`config.mk`:
```
export PLATFORM = sky130hd
export DESIGN_NAME = base64_stream_encoder
export DESIGN_NICKNAME = d
export VERILOG_FILES = /design/src/b64e_pkg.sv /design/src/b64e_front.sv /design/src/b64e_queue.sv /design/src/b64e_back.sv /design/src/base64_stream_encoder.sv
export SDC_FILE = /design/constraint.sdc
export NUM_CORES = 1
export LEC_CHECK = 0
export BUFFER_PORTS_ARGS = -buffer_cell sky130_fd_sc_hd__buf_2
export CAP_MARGIN = 20
export CORE_MARGIN = 2
export CORE_UTILIZATION = 30
export CTS_CLUSTER_DIAMETER = 50
export DETAILED_ROUTE_END_ITERATION = 8
export SLEW_MARGIN = 20
export SYNTH_ARGS = -nofsm -noshare
export SYNTH_HDL_FRONTEND = slang
export SYNTH_HIERARCHICAL = 1
export SYNTH_SLANG_ARGS = --single-unit
export TNS_END_PERCENT = 20
```
`constraint.sdc`:
```
create_clock -name clk_i -period 7.2 [get_ports clk_i]
set_input_delay 1.08 -clock clk_i [delete_from_list [all_inputs] [get_ports clk_i]]
set_output_delay 1.08 -clock clk_i [all_outputs]
set_load 0.03 [all_outputs]
```
`src/b64e_pkg.sv`:
```
package b64e_pkg;

  // ascii codes of the alphabet ranges and padding
  localparam logic [6:0] CharUpperA = 7'h41;
  localparam logic [6:0] CharLowerA = 7'h61;
  localparam logic [6:0] CharZero   = 7'h30;
  localparam logic [6:0] CharPlus   = 7'h2B;
  localparam logic [6:0] CharSlash  = 7'h2F;
  localparam logic [6:0] PadChar    = 7'h3D;

  // characters per job and queue depth
  localparam int unsigned MaxChars = 4;
  localparam int unsigned IdxW     = $clog2(MaxChars);
  localparam int unsigned QDepth   = 2;
  localparam int unsigned QPtrW    = $clog2(QDepth);
  localparam int unsigned QCntW    = $clog2(QDepth + 1);

  // position of the next byte within its three-byte group
  typedef enum logic [1:0] {
    PhFirst  = 2'd0,
    PhSecond = 2'd1,
    PhThird  = 2'd2
  } phase_e;

  // one byte's worth of characters for the back end
  typedef struct packed {
    logic [MaxChars-1:0][6:0] chars;
    logic [IdxW-1:0]          last_idx;
  } job_t;

  // map a six-bit value onto the standard alphabet
  function automatic logic [6:0] sextet_char(input logic [5:0] v);
    logic [6:0] r;
    if (v < 6'd26) begin
      r = CharUpperA + {1'b0, v};
    end else if (v < 6'd52) begin
      r = CharLowerA + {1'b0, v} - 7'd26;
    end else if (v < 6'd62) begin
      r = CharZero + {1'b0, v} - 7'd52;
    end else if (v == 6'd62) begin
      r = CharPlus;
    end else begin
      r = CharSlash;
    end
    return r;
  endfunction

endpackage

```
`src/b64e_front.sv`:
```
module b64e_front (
  input  logic              clk_i,
  input  logic              rst_ni,
  input  logic              in_valid_i,
  output logic              in_ready_o,
  input  logic [7:0]        data_byte_i,
  input  logic              end_of_message_i,
  output logic              push_valid_o,
  input  logic              push_ready_i,
  output b64e_pkg::job_t    push_job_o
);
  import b64e_pkg::*;

  phase_e     phase_q, phase_d;
  logic [3:0] carry_q, carry_d;
  logic       accept;

  assign in_ready_o   = push_ready_i;
  assign push_valid_o = in_valid_i;
  assign accept       = in_valid_i & push_ready_i;

  // classify the byte by group phase and build its characters
  always_comb begin
    push_job_o.chars    = {MaxChars{PadChar}};
    push_job_o.last_idx = '0;
    phase_d = phase_q;
    carry_d = carry_q;
    unique case (phase_q)
      PhSecond: begin
        push_job_o.chars[0] = sextet_char({carry_q[1:0], data_byte_i[7:4]});
        if (end_of_message_i) begin
          push_job_o.chars[1] = sextet_char({data_byte_i[3:0], 2'b00});
          push_job_o.last_idx = IdxW'(2);
          phase_d = PhFirst;
          carry_d = '0;
        end else begin
          phase_d = PhThird;
          carry_d = data_byte_i[3:0];
        end
      end
      PhThird: begin
        push_job_o.chars[0] = sextet_char({carry_q, data_byte_i[7:6]});
        push_job_o.chars[1] = sextet_char(data_byte_i[5:0]);
        push_job_o.last_idx = IdxW'(1);
        phase_d = PhFirst;
        carry_d = '0;
      end
      default: begin
        push_job_o.chars[0] = sextet_char(data_byte_i[7:2]);
        if (end_of_message_i) begin
          push_job_o.chars[1] = sextet_char({data_byte_i[1:0], 4'b0000});
          push_job_o.last_idx = IdxW'(3);
          phase_d = PhFirst;
          carry_d = '0;
        end else begin
          phase_d = PhSecond;
          carry_d = {2'b00, data_byte_i[1:0]};
        end
      end
    endcase
  end

  // group state advances on each input transfer
  always_ff @(posedge clk_i or negedge rst_ni) begin
    if (!rst_ni) begin
      phase_q <= PhFirst;
      carry_q <= '0;
    end else if (accept) begin
      phase_q <= phase_d;
      carry_q <= carry_d;
    end
  end

endmodule

```
`src/b64e_queue.sv`:
```
module b64e_queue (
  input  logic              clk_i,
  input  logic              rst_ni,
  input  logic              wr_valid_i,
  output logic              wr_ready_o,
  input  b64e_pkg::job_t    wr_job_i,
  output logic              rd_valid_o,
  input  logic              rd_ready_i,
  output b64e_pkg::job_t    rd_job_o
);
  import b64e_pkg::*;

  job_t             mem_q [QDepth];
  logic [QPtrW-1:0] wr_ptr_q, rd_ptr_q;
  logic [QCntW-1:0] cnt_q;
  logic             wr_en, rd_en;

  assign wr_ready_o = (cnt_q != QCntW'(QDepth));
  assign rd_valid_o = (cnt_q != '0);
  assign wr_en      = wr_valid_i & wr_ready_o;
  assign rd_en      = rd_ready_i & rd_valid_o;
  assign rd_job_o   = mem_q[rd_ptr_q];

  // entry storage
  always_ff @(posedge clk_i) begin
    if (wr_en) begin
      mem_q[wr_ptr_q] <= wr_job_i;
    end
  end

  // pointers and fill count
  always_ff @(posedge clk_i or negedge rst_ni) begin
    if (!rst_ni) begin
      wr_ptr_q <= '0;
      rd_ptr_q <= '0;
      cnt_q    <= '0;
    end else begin
      if (wr_en) begin
        wr_ptr_q <= (wr_ptr_q == QPtrW'(QDepth - 1)) ? '0 : wr_ptr_q + 1'b1;
      end
      if (rd_en) begin
        rd_ptr_q <= (rd_ptr_q == QPtrW'(QDepth - 1)) ? '0 : rd_ptr_q + 1'b1;
      end
      if (wr_en && !rd_en) begin
        cnt_q <= cnt_q + 1'b1;
      end else if (rd_en && !wr_en) begin
        cnt_q <= cnt_q - 1'b1;
      end
    end
  end

endmodule

```
`src/b64e_back.sv`:
```
module b64e_back (
  input  logic              clk_i,
  input  logic              rst_ni,
  input  logic              pop_valid_i,
  output logic              pop_ready_o,
  input  b64e_pkg::job_t    pop_job_i,
  output logic              out_valid_o,
  input  logic              out_ready_i,
  output logic [6:0]        out_char_o,
  output logic              final_char_o
);
  import b64e_pkg::*;

  job_t            job_q;
  logic            busy_q;
  logic [IdxW-1:0] idx_q;
  logic            out_valid_q, out_final_q;
  logic [6:0]      out_char_q;
  logic            out_load, emit, emit_last, pop;

  // output slot is free or drains this cycle
  assign out_load    = ~out_valid_q | out_ready_i;
  assign emit        = busy_q & out_load;
  assign emit_last   = (idx_q == job_q.last_idx);
  assign pop_ready_o = ~busy_q | (emit & emit_last);
  assign pop         = pop_ready_o & pop_valid_i;

  assign out_valid_o  = out_valid_q;
  assign out_char_o   = out_char_q;
  assign final_char_o = out_final_q;

  // current job and character index
  always_ff @(posedge clk_i or negedge rst_ni) begin
    if (!rst_ni) begin
      busy_q <= 1'b0;
      idx_q  <= '0;
    end else if (pop) begin
      busy_q <= 1'b1;
      idx_q  <= '0;
    end else if (emit) begin
      busy_q <= ~emit_last;
      idx_q  <= idx_q + 1'b1;
    end
  end

  always_ff @(posedge clk_i) begin
    if (pop) begin
      job_q <= pop_job_i;
    end
  end

  // output register
  always_ff @(posedge clk_i or negedge rst_ni) begin
    if (!rst_ni) begin
      out_valid_q <= 1'b0;
    end else if (out_load) begin
      out_valid_q <= emit;
    end
  end

  always_ff @(posedge clk_i) begin
    if (emit) begin
      out_char_q  <= job_q.chars[idx_q];
      out_final_q <= emit_last;
    end
  end

endmodule

```
`src/base64_stream_encoder.sv`:
```
// Streaming Base64 encoder, standard alphabet with '=' padding. One byte
// transfer on the input may happen every cycle while the two-entry job queue
// has room; each byte becomes one to four characters (one, one and two across
// a three-byte group, four or three on a final byte in the first or second
// position), and the output register sends one character per cycle while
// out_ready_i is high. On long messages throughput is set by this
// one-character output serializer. The first character of a byte passes the
// queue entry, the job register of the back end and the output register.
// final_char_o marks the last character produced by each input byte.
module base64_stream_encoder (
  input  logic       clk_i,
  input  logic       rst_ni,
  input  logic       in_valid_i,
  output logic       in_ready_o,
  input  logic [7:0] data_byte_i,
  input  logic       end_of_message_i,
  output logic       out_valid_o,
  input  logic       out_ready_i,
  output logic [6:0] out_char_o,
  output logic       final_char_o
);
  import b64e_pkg::*;

  logic push_valid, push_ready, pop_valid, pop_ready;
  job_t push_job, pop_job;

  // classify bytes and build characters
  b64e_front u_front (
    .clk_i            (clk_i),
    .rst_ni           (rst_ni),
    .in_valid_i       (in_valid_i),
    .in_ready_o       (in_ready_o),
    .data_byte_i      (data_byte_i),
    .end_of_message_i (end_of_message_i),
    .push_valid_o     (push_valid),
    .push_ready_i     (push_ready),
    .push_job_o       (push_job)
  );

  // decouples front from back
  b64e_queue u_queue (
    .clk_i      (clk_i),
    .rst_ni     (rst_ni),
    .wr_valid_i (push_valid),
    .wr_ready_o (push_ready),
    .wr_job_i   (push_job),
    .rd_valid_o (pop_valid),
    .rd_ready_i (pop_ready),
    .rd_job_o   (pop_job)
  );

  // serialize characters onto the output
  b64e_back u_back (
    .clk_i        (clk_i),
    .rst_ni       (rst_ni),
    .pop_valid_i  (pop_valid),
    .pop_ready_o  (pop_ready),
    .pop_job_i    (pop_job),
    .out_valid_o  (out_valid_o),
    .out_ready_i  (out_ready_i),
    .out_char_o   (out_char_o),
    .final_char_o (final_char_o)
  );

  // a run of characters continues without gaps
  assert property (@(posedge clk_i) disable iff (!rst_ni)
    out_valid_o && out_ready_i && !final_char_o |=> out_valid_o)
    else $error("gap inside a character run");

  // padding only ever follows with more padding
  assert property (@(posedge clk_i) disable iff (!rst_ni)
    out_valid_o && out_ready_i && (out_char_o == PadChar) && !final_char_o
    |=> out_char_o == PadChar)
    else $error("padding followed by a data character");

  // input stalls only while jobs are queued
  assert property (@(posedge clk_i) disable iff (!rst_ni)
    !in_ready_o |-> pop_valid)
    else $error("input stalled with empty job queue");

endmodule
```
======== Word-level counts from Yosys, hierarchy flattened ========
Memory sizes are Yosys's and may differ from the RTL's. A register that Yosys moved wholly into a read port is not among the register bits.
Index checks and enable logic that the tools add are counted.
operators by class
  magnitude comparators ................... 19
  reduce and logical (&&, ||, !) cells .... 7
  equality and inequality tests ........... 8
  bitwise logic cells ..................... 9
  muxes and demuxes ....................... 45
  add/subtract/negate cells ............... 35
operators with widths
  kind                                                                           number
  7-bit two-way mux                                                              21
  7-bit by 6-bit adder with 7-bit output (first input constant)                  12
  6-bit less-than comparator (second input constant)                             12
  6-bit by 6-bit adder with 7-bit output (first input constant)                  6
  7-bit by 5-bit subtractor with 7-bit output (second input constant)            6
  7-bit by 6-bit subtractor with 7-bit output (second input constant)            6
  6-bit by 5-bit less-than comparator with 1-bit output (second input constant)  6
  16-bit one-hot mux with 2 select lines                                         1
  6-bit equality test (second input constant)                                    4
  2-bit two-way mux                                                              8
  7-bit binary-select mux with 2-bit select                                      1
  3-bit two-way mux                                                              4
  4-bit one-hot mux with 2 select lines                                          1
  1-bit two-way mux                                                              7
  2-bit nonzero test                                                             3
  2-bit by 1-bit adder with 2-bit output (second input constant)                 2
  1-bit bitwise AND                                                              4
  4-bit two-way mux                                                              1
  2-bit one-hot mux with 2 select lines                                          1
  2-bit by 3-bit less-than comparator with 1-bit output (second input constant)  1
  1-bit inverter                                                                 3
  1-bit adder (second input constant)                                            2
  2-bit by 1-bit equality test with 1-bit output (second input constant)         1
  2-bit equality test                                                            1
  other kinds (6)                                                                9
storage, ports and cells
  memories kept ........................... 1
  memory bits (writable) .................. 32
  output and inout port bits .............. 10
  bits in registers ....................... 36
memories
  memory         depth  width  rd ports  clocked after memory_dff  wr ports  line              source
  u_queue.mem_q  2      16     1         1                         1         b64e_queue.sv:13  job_t mem_q [QDepth];

======== Logic depth before layout (Yosys ltp) ========
  depth after elaboration ................. 9
  gate-level depth with buffers ........... 9
  mapped depth without buffers ............ 7

======== Cells and area by module ========
The synthesis kept the hierarchy.
modules (own cells, without submodules)
  module      times used  sequential area each (µm²)  area an instance (µm²)  cells an instance
  b64e_queue  1           1901.8                      2384.8                  111
  b64e_front  1           150.1                       2290.9                  339
  b64e_back   1           1241.2                      1572.8                  71

======== Worst setup path after synthesis ========
Ideal clock, no wire load.
  path kind ............................... input -> register
  start point ............................. in in_valid_i
  end point ............................... mem u_queue/mem_q[0][0] in the netlist's numbering (enable)
  stages on the path ...................... 3
  arrival time ............................ 2.527 ns
  path slack .............................. 4.256 ns
  library setup time ...................... 0.417 ns
  path buffers ............................ 1
  cell sequence ........................... buf_4 nand2_1 nor2_1
between the ends
  cells in the longest elaborated chain, start to end .. 3
RTL lines
  what                                     line                         source
  start: declaration                       base64_stream_encoder.sv:13  input logic in_valid_i,
  1-bit bitwise AND                        b64e_queue.sv:20             assign wr_en = wr_valid_i & wr_ready_o;
  1-bit two-way mux                        b64e_queue.sv:26             if (wr_en) begin
  1-bit two-way mux (not written as such)  b64e_queue.sv:27             mem_q[wr_ptr_q] <= wr_job_i;
  end: declaration                         b64e_queue.sv:13
No other way between the ends.

==> reports/qor.csv <==
stage,metric,value,unit
synthesis,synth-seq-cells,112,
routing,ant_nets,0,
flow_run,drv_cap,0,
final_layout,syn2layout_area_growth,8.01,%
global_route,overflow,0,
clock_tree,postCtsHoldBufs,0,
final_layout,final_layout_size_suffix_gt1_frac,0.192,
place,place_ws,3.60,ns
synthesis,synth_cell_types,72,
worst_setup_path,cp-end-kind,register,
final_layout,multiInputGateArea,2620,um^2
clock_tree,cts-resized-gates,0,
timing,hold_viol_final,0,
power_and_ir_drop,ir_worst_vdd,0.144,mV
synthesis,synth_compound_area_frac,0.131,
synthesis,synthMuxAreaShare,0.0843,
synthesis,synth_area_leader_cell,edfxtp_1,
outcome,status,"complete, no violations",
synthesis,syn_inst,521,
global_route,grt_max_degree,32,
synthesis,synth_top_family_by_area,compound AO/OA/AOI/OAI gates,
timing,rsz0062_at_grt,false,
synthesis,synthAdderAreaFrac,0.0441,
routing,wl,13000,um
synthesis,seq_area_frac_synth,0.527,
timing,worst_pin_slew,0.884,ns
clock_tree,clockBufferDepth,2,
floorplan,io_pins,23,
floorplan,initial_utilization,0.307,
timing,slew_headroom,0.411,
final_layout,fillers,1988,
worst_setup_path,reg2reg_slack,4.42,ns
floorplan,die_y,148,um
floorplan,die-area,22000,um^2
timing,finalWorstSetupSlack,3.89,ns
worst_setup_path,crit_path_max_fanout,14,
clock_tree,path_clk_slew,0.07,ns
synthesis,yosysTopAreaCellShare,0.471,
clock_tree,cts_setup_buffers,0,
floorplan,chipWidth,148,um
worst_setup_path,cp_data_required_time,7.29,ns
synthesis,ys_top_cells_by_area,"edfxtp_1 47%, dfrtp_1 5.6%, mux2_2 5.6%",
clock_tree,clk_latency,0.35,ns
worst_setup_path,arrival,3.40,ns
synthesis,yosysWarnings,6,
power_and_ir_drop,power,2530,uW
min_path,hold_path.class,register to register,
synthesis,syn-mean-instance-area,12.0,um^2
synthesis,syn_area,6250,um^2
timing,slew_viol_final,0,
global_route,track_usage,0.120,
synthesis,synth_xor_area_frac,0.0332,
floorplan,num_rows,52,
place,dp_hpwl,9000,um
clock_tree,cts.sinks,112,
synthesis,synth_edf_count,98,
power_and_ir_drop,leakagePower,0.00235,uW
timing,fmax,302,MHz
global_route,grt_pass1_wl,21000,um
synthesis,synth_ff_type,edfxtp_1,
timing,min_period,3.31,ns
clock_tree,cts_buffers,9,
place,gp_congestion,0.987,
routing,drc,0,
routing,post_drt_via_cell_ratio,5.21,
final_layout,n_antenna_cell,0,
timing,setup_viol,0,
final_layout,nets,556,
timing,finalCritPeriodShare,0.460,
global_route,first_global_vias,4097,
power_and_ir_drop,power.density,374,nW/um^2
place,portBuffers,22,
clock_tree,tritoncts,yes,
routing,vias,4148,
synthesis,synthSimpleGateAreaFrac,0.118,
worst_setup_path,critPathLaunchType,input pin,
clock_tree,cts_root_buf,clkbuf_16,
floorplan,core,20400,um^2
timing,tns,0,ns
timing,fin_skew,0.0107,ns
final_layout,seq_area,3290,um^2
global_route,antenna_found_initial,0,
synthesis,synth_async_sr_flop_share,0.125,
worst_setup_path,worstSetupPathType,input pin to register,
final_layout,post-route-util,0.331,
routing,wl_per_cell,16.3,um
routing,drtIter0Drc,386,
clock_tree,htree_levels,3,
routing,drtPass1Iterations,5,
==> stage by stage <==
stage	hold slack, ns	std cells	area (um^2)
CTS	0.522	796	6750
global placement	0.495	780	6460
floorplan	0.461	533	6290
detailed placement	0.512	780	6460
finish	0.527	796	6750
global route	0.556	796	6750
==> placed cells by master, fill, tap and decap left out, drive strengths merged, types with 4 or more instances in the layout <==
cell type / Yosys / routed
a21o: 8 / 8
a21oi: 21 / 21
a221oi: 6 / 6
a311oi: 4 / 4
a31oi: 8 / 8
a32oi: 4 / 4
and2: 4 / 4
buf: 39 / 26
clkbuf: 10 / 9
conb: 2 / 14
dfrtp: 14 / 14
edfxtp: 98 / 98
ha: 22 / 22
inv: 19 / 22
mux2: 31 / 31
mux4: 7 / 7
nand2: 45 / 45
nand2b: 10 / 10
nand3: 20 / 20
nand4: 4 / 4
nand4b: 4 / 4
nor2: 13 / 13
nor2b: 10 / 10
nor3: 12 / 12
o21ai: 26 / 26
o22ai: 4 / 4
o311ai: 5 / 5
or3: 5 / 5
xnor2: 16 / 16
xor2: 6 / 6
==> report_power, final <==
| group | internal (uW) | leakage (uW) | total (uW) | switching, uW |
|---|---|---|---|---|
| logic | 357 | 0.00113 | 903 | 547 |
| clock network | 241 | 0.000135 | 471 | 230 |
| registers | 1030 | 0.00108 | 1150 | 118 |
==> cells in the mapped netlist (10+ instances only) <==
cell type  count
o21ai_0       26
a21oi_1       19
buf_4         19
xnor2_1       16
dfrtp_1       14
nor2b_1       10
edfxtp_1      98
mux2_2        31
nor3_1        12
nor2_1        11
nand2_1       43
ha_1          22
inv_1         19
buf_2         14
nand3_1       20
==> registers in the layout, summed over array words and instances (netlist names) <==
signal	flops
u_front/carry_q	4
u_back/busy_q	1
u_queue/mem_q	60
u_back/out_valid_o	1
u_back/idx_q	2
u_queue/rd_ptr_q	1
u_back/final_char_o	1
u_front/phase_q	2
u_back/out_char_o	7
u_queue/cnt_q	2
u_back/job_q	30
u_queue/wr_ptr_q	1
==> final timing paths <==
path	start	end	cells past startpoint
worst max-delay path	data_byte_i[2]	u_queue/mem_q[0][15]$_DFFE_PP_	8
worst min-delay path	u_front/phase_q[0]$_DFFE_PN0P_	u_front/phase_q[0]$_DFFE_PN0P_	2
worst max register to register	u_front/carry_q[0]$_DFFE_PN0P_	u_queue/mem_q[0][3]$_DFFE_PP_	6
worst min register to register	u_front/phase_q[0]$_DFFE_PN0P_	u_front/phase_q[0]$_DFFE_PN0P_	2
max in group asynchronous	rst_ni	u_front/phase_q[0]$_DFFE_PN0P_	1
min in group asynchronous	rst_ni	u_queue/cnt_q[1]$_DFFE_PN0P_	1
==> critical path, stage by stage <==
cell and delay [ns]:
buf_2 0.27, inv_1 0.19, ha_1 0.27, a21o_1 0.21, a21oi_1 0.71, a21oi_1 0.07, o21a_1 0.23, o21ai_0 0.37
==> area by class of cell <==
type / count / area share
multi-input cells: 352 / 0.388
repair buffers: 26 / 0.0208
well taps: 270 / 0.0501
flip-flops and latches: 112 / 0.488
clock buffers: 9 / 0.0334
clock inverters: 7 / 0.00908
inverters: 20 / 0.0111
==> per-layer routing <==
| layer | track usage | up-vias | part of all wire |
|---|---|---|---|
| met5 | 0 | - | 0 |
| met4 | 0.0310 | 0 | 0.011 |
| met3 | 0.0273 | 17 | 0.063 |
| met2 | 0.195 | 175 | 0.47 |
| met1 | 0.162 | 2027 | 0.45 |
| li1 | - | 1929 | - |
==> cell families (layout without fill, tap and decap cells) <==
group | count (synthesis) | count (layout)
compound gates | 115 | 115
fa+ha+maj | 22 | 22
mux | 40 | 40
other cells | 2 | 14
simple gates | 139 | 139
xor+xnor | 22 | 22
buf+inv | 69 | 62
flops | 112 | 112
Note: power is estimated with default switching activity, not from simulation.
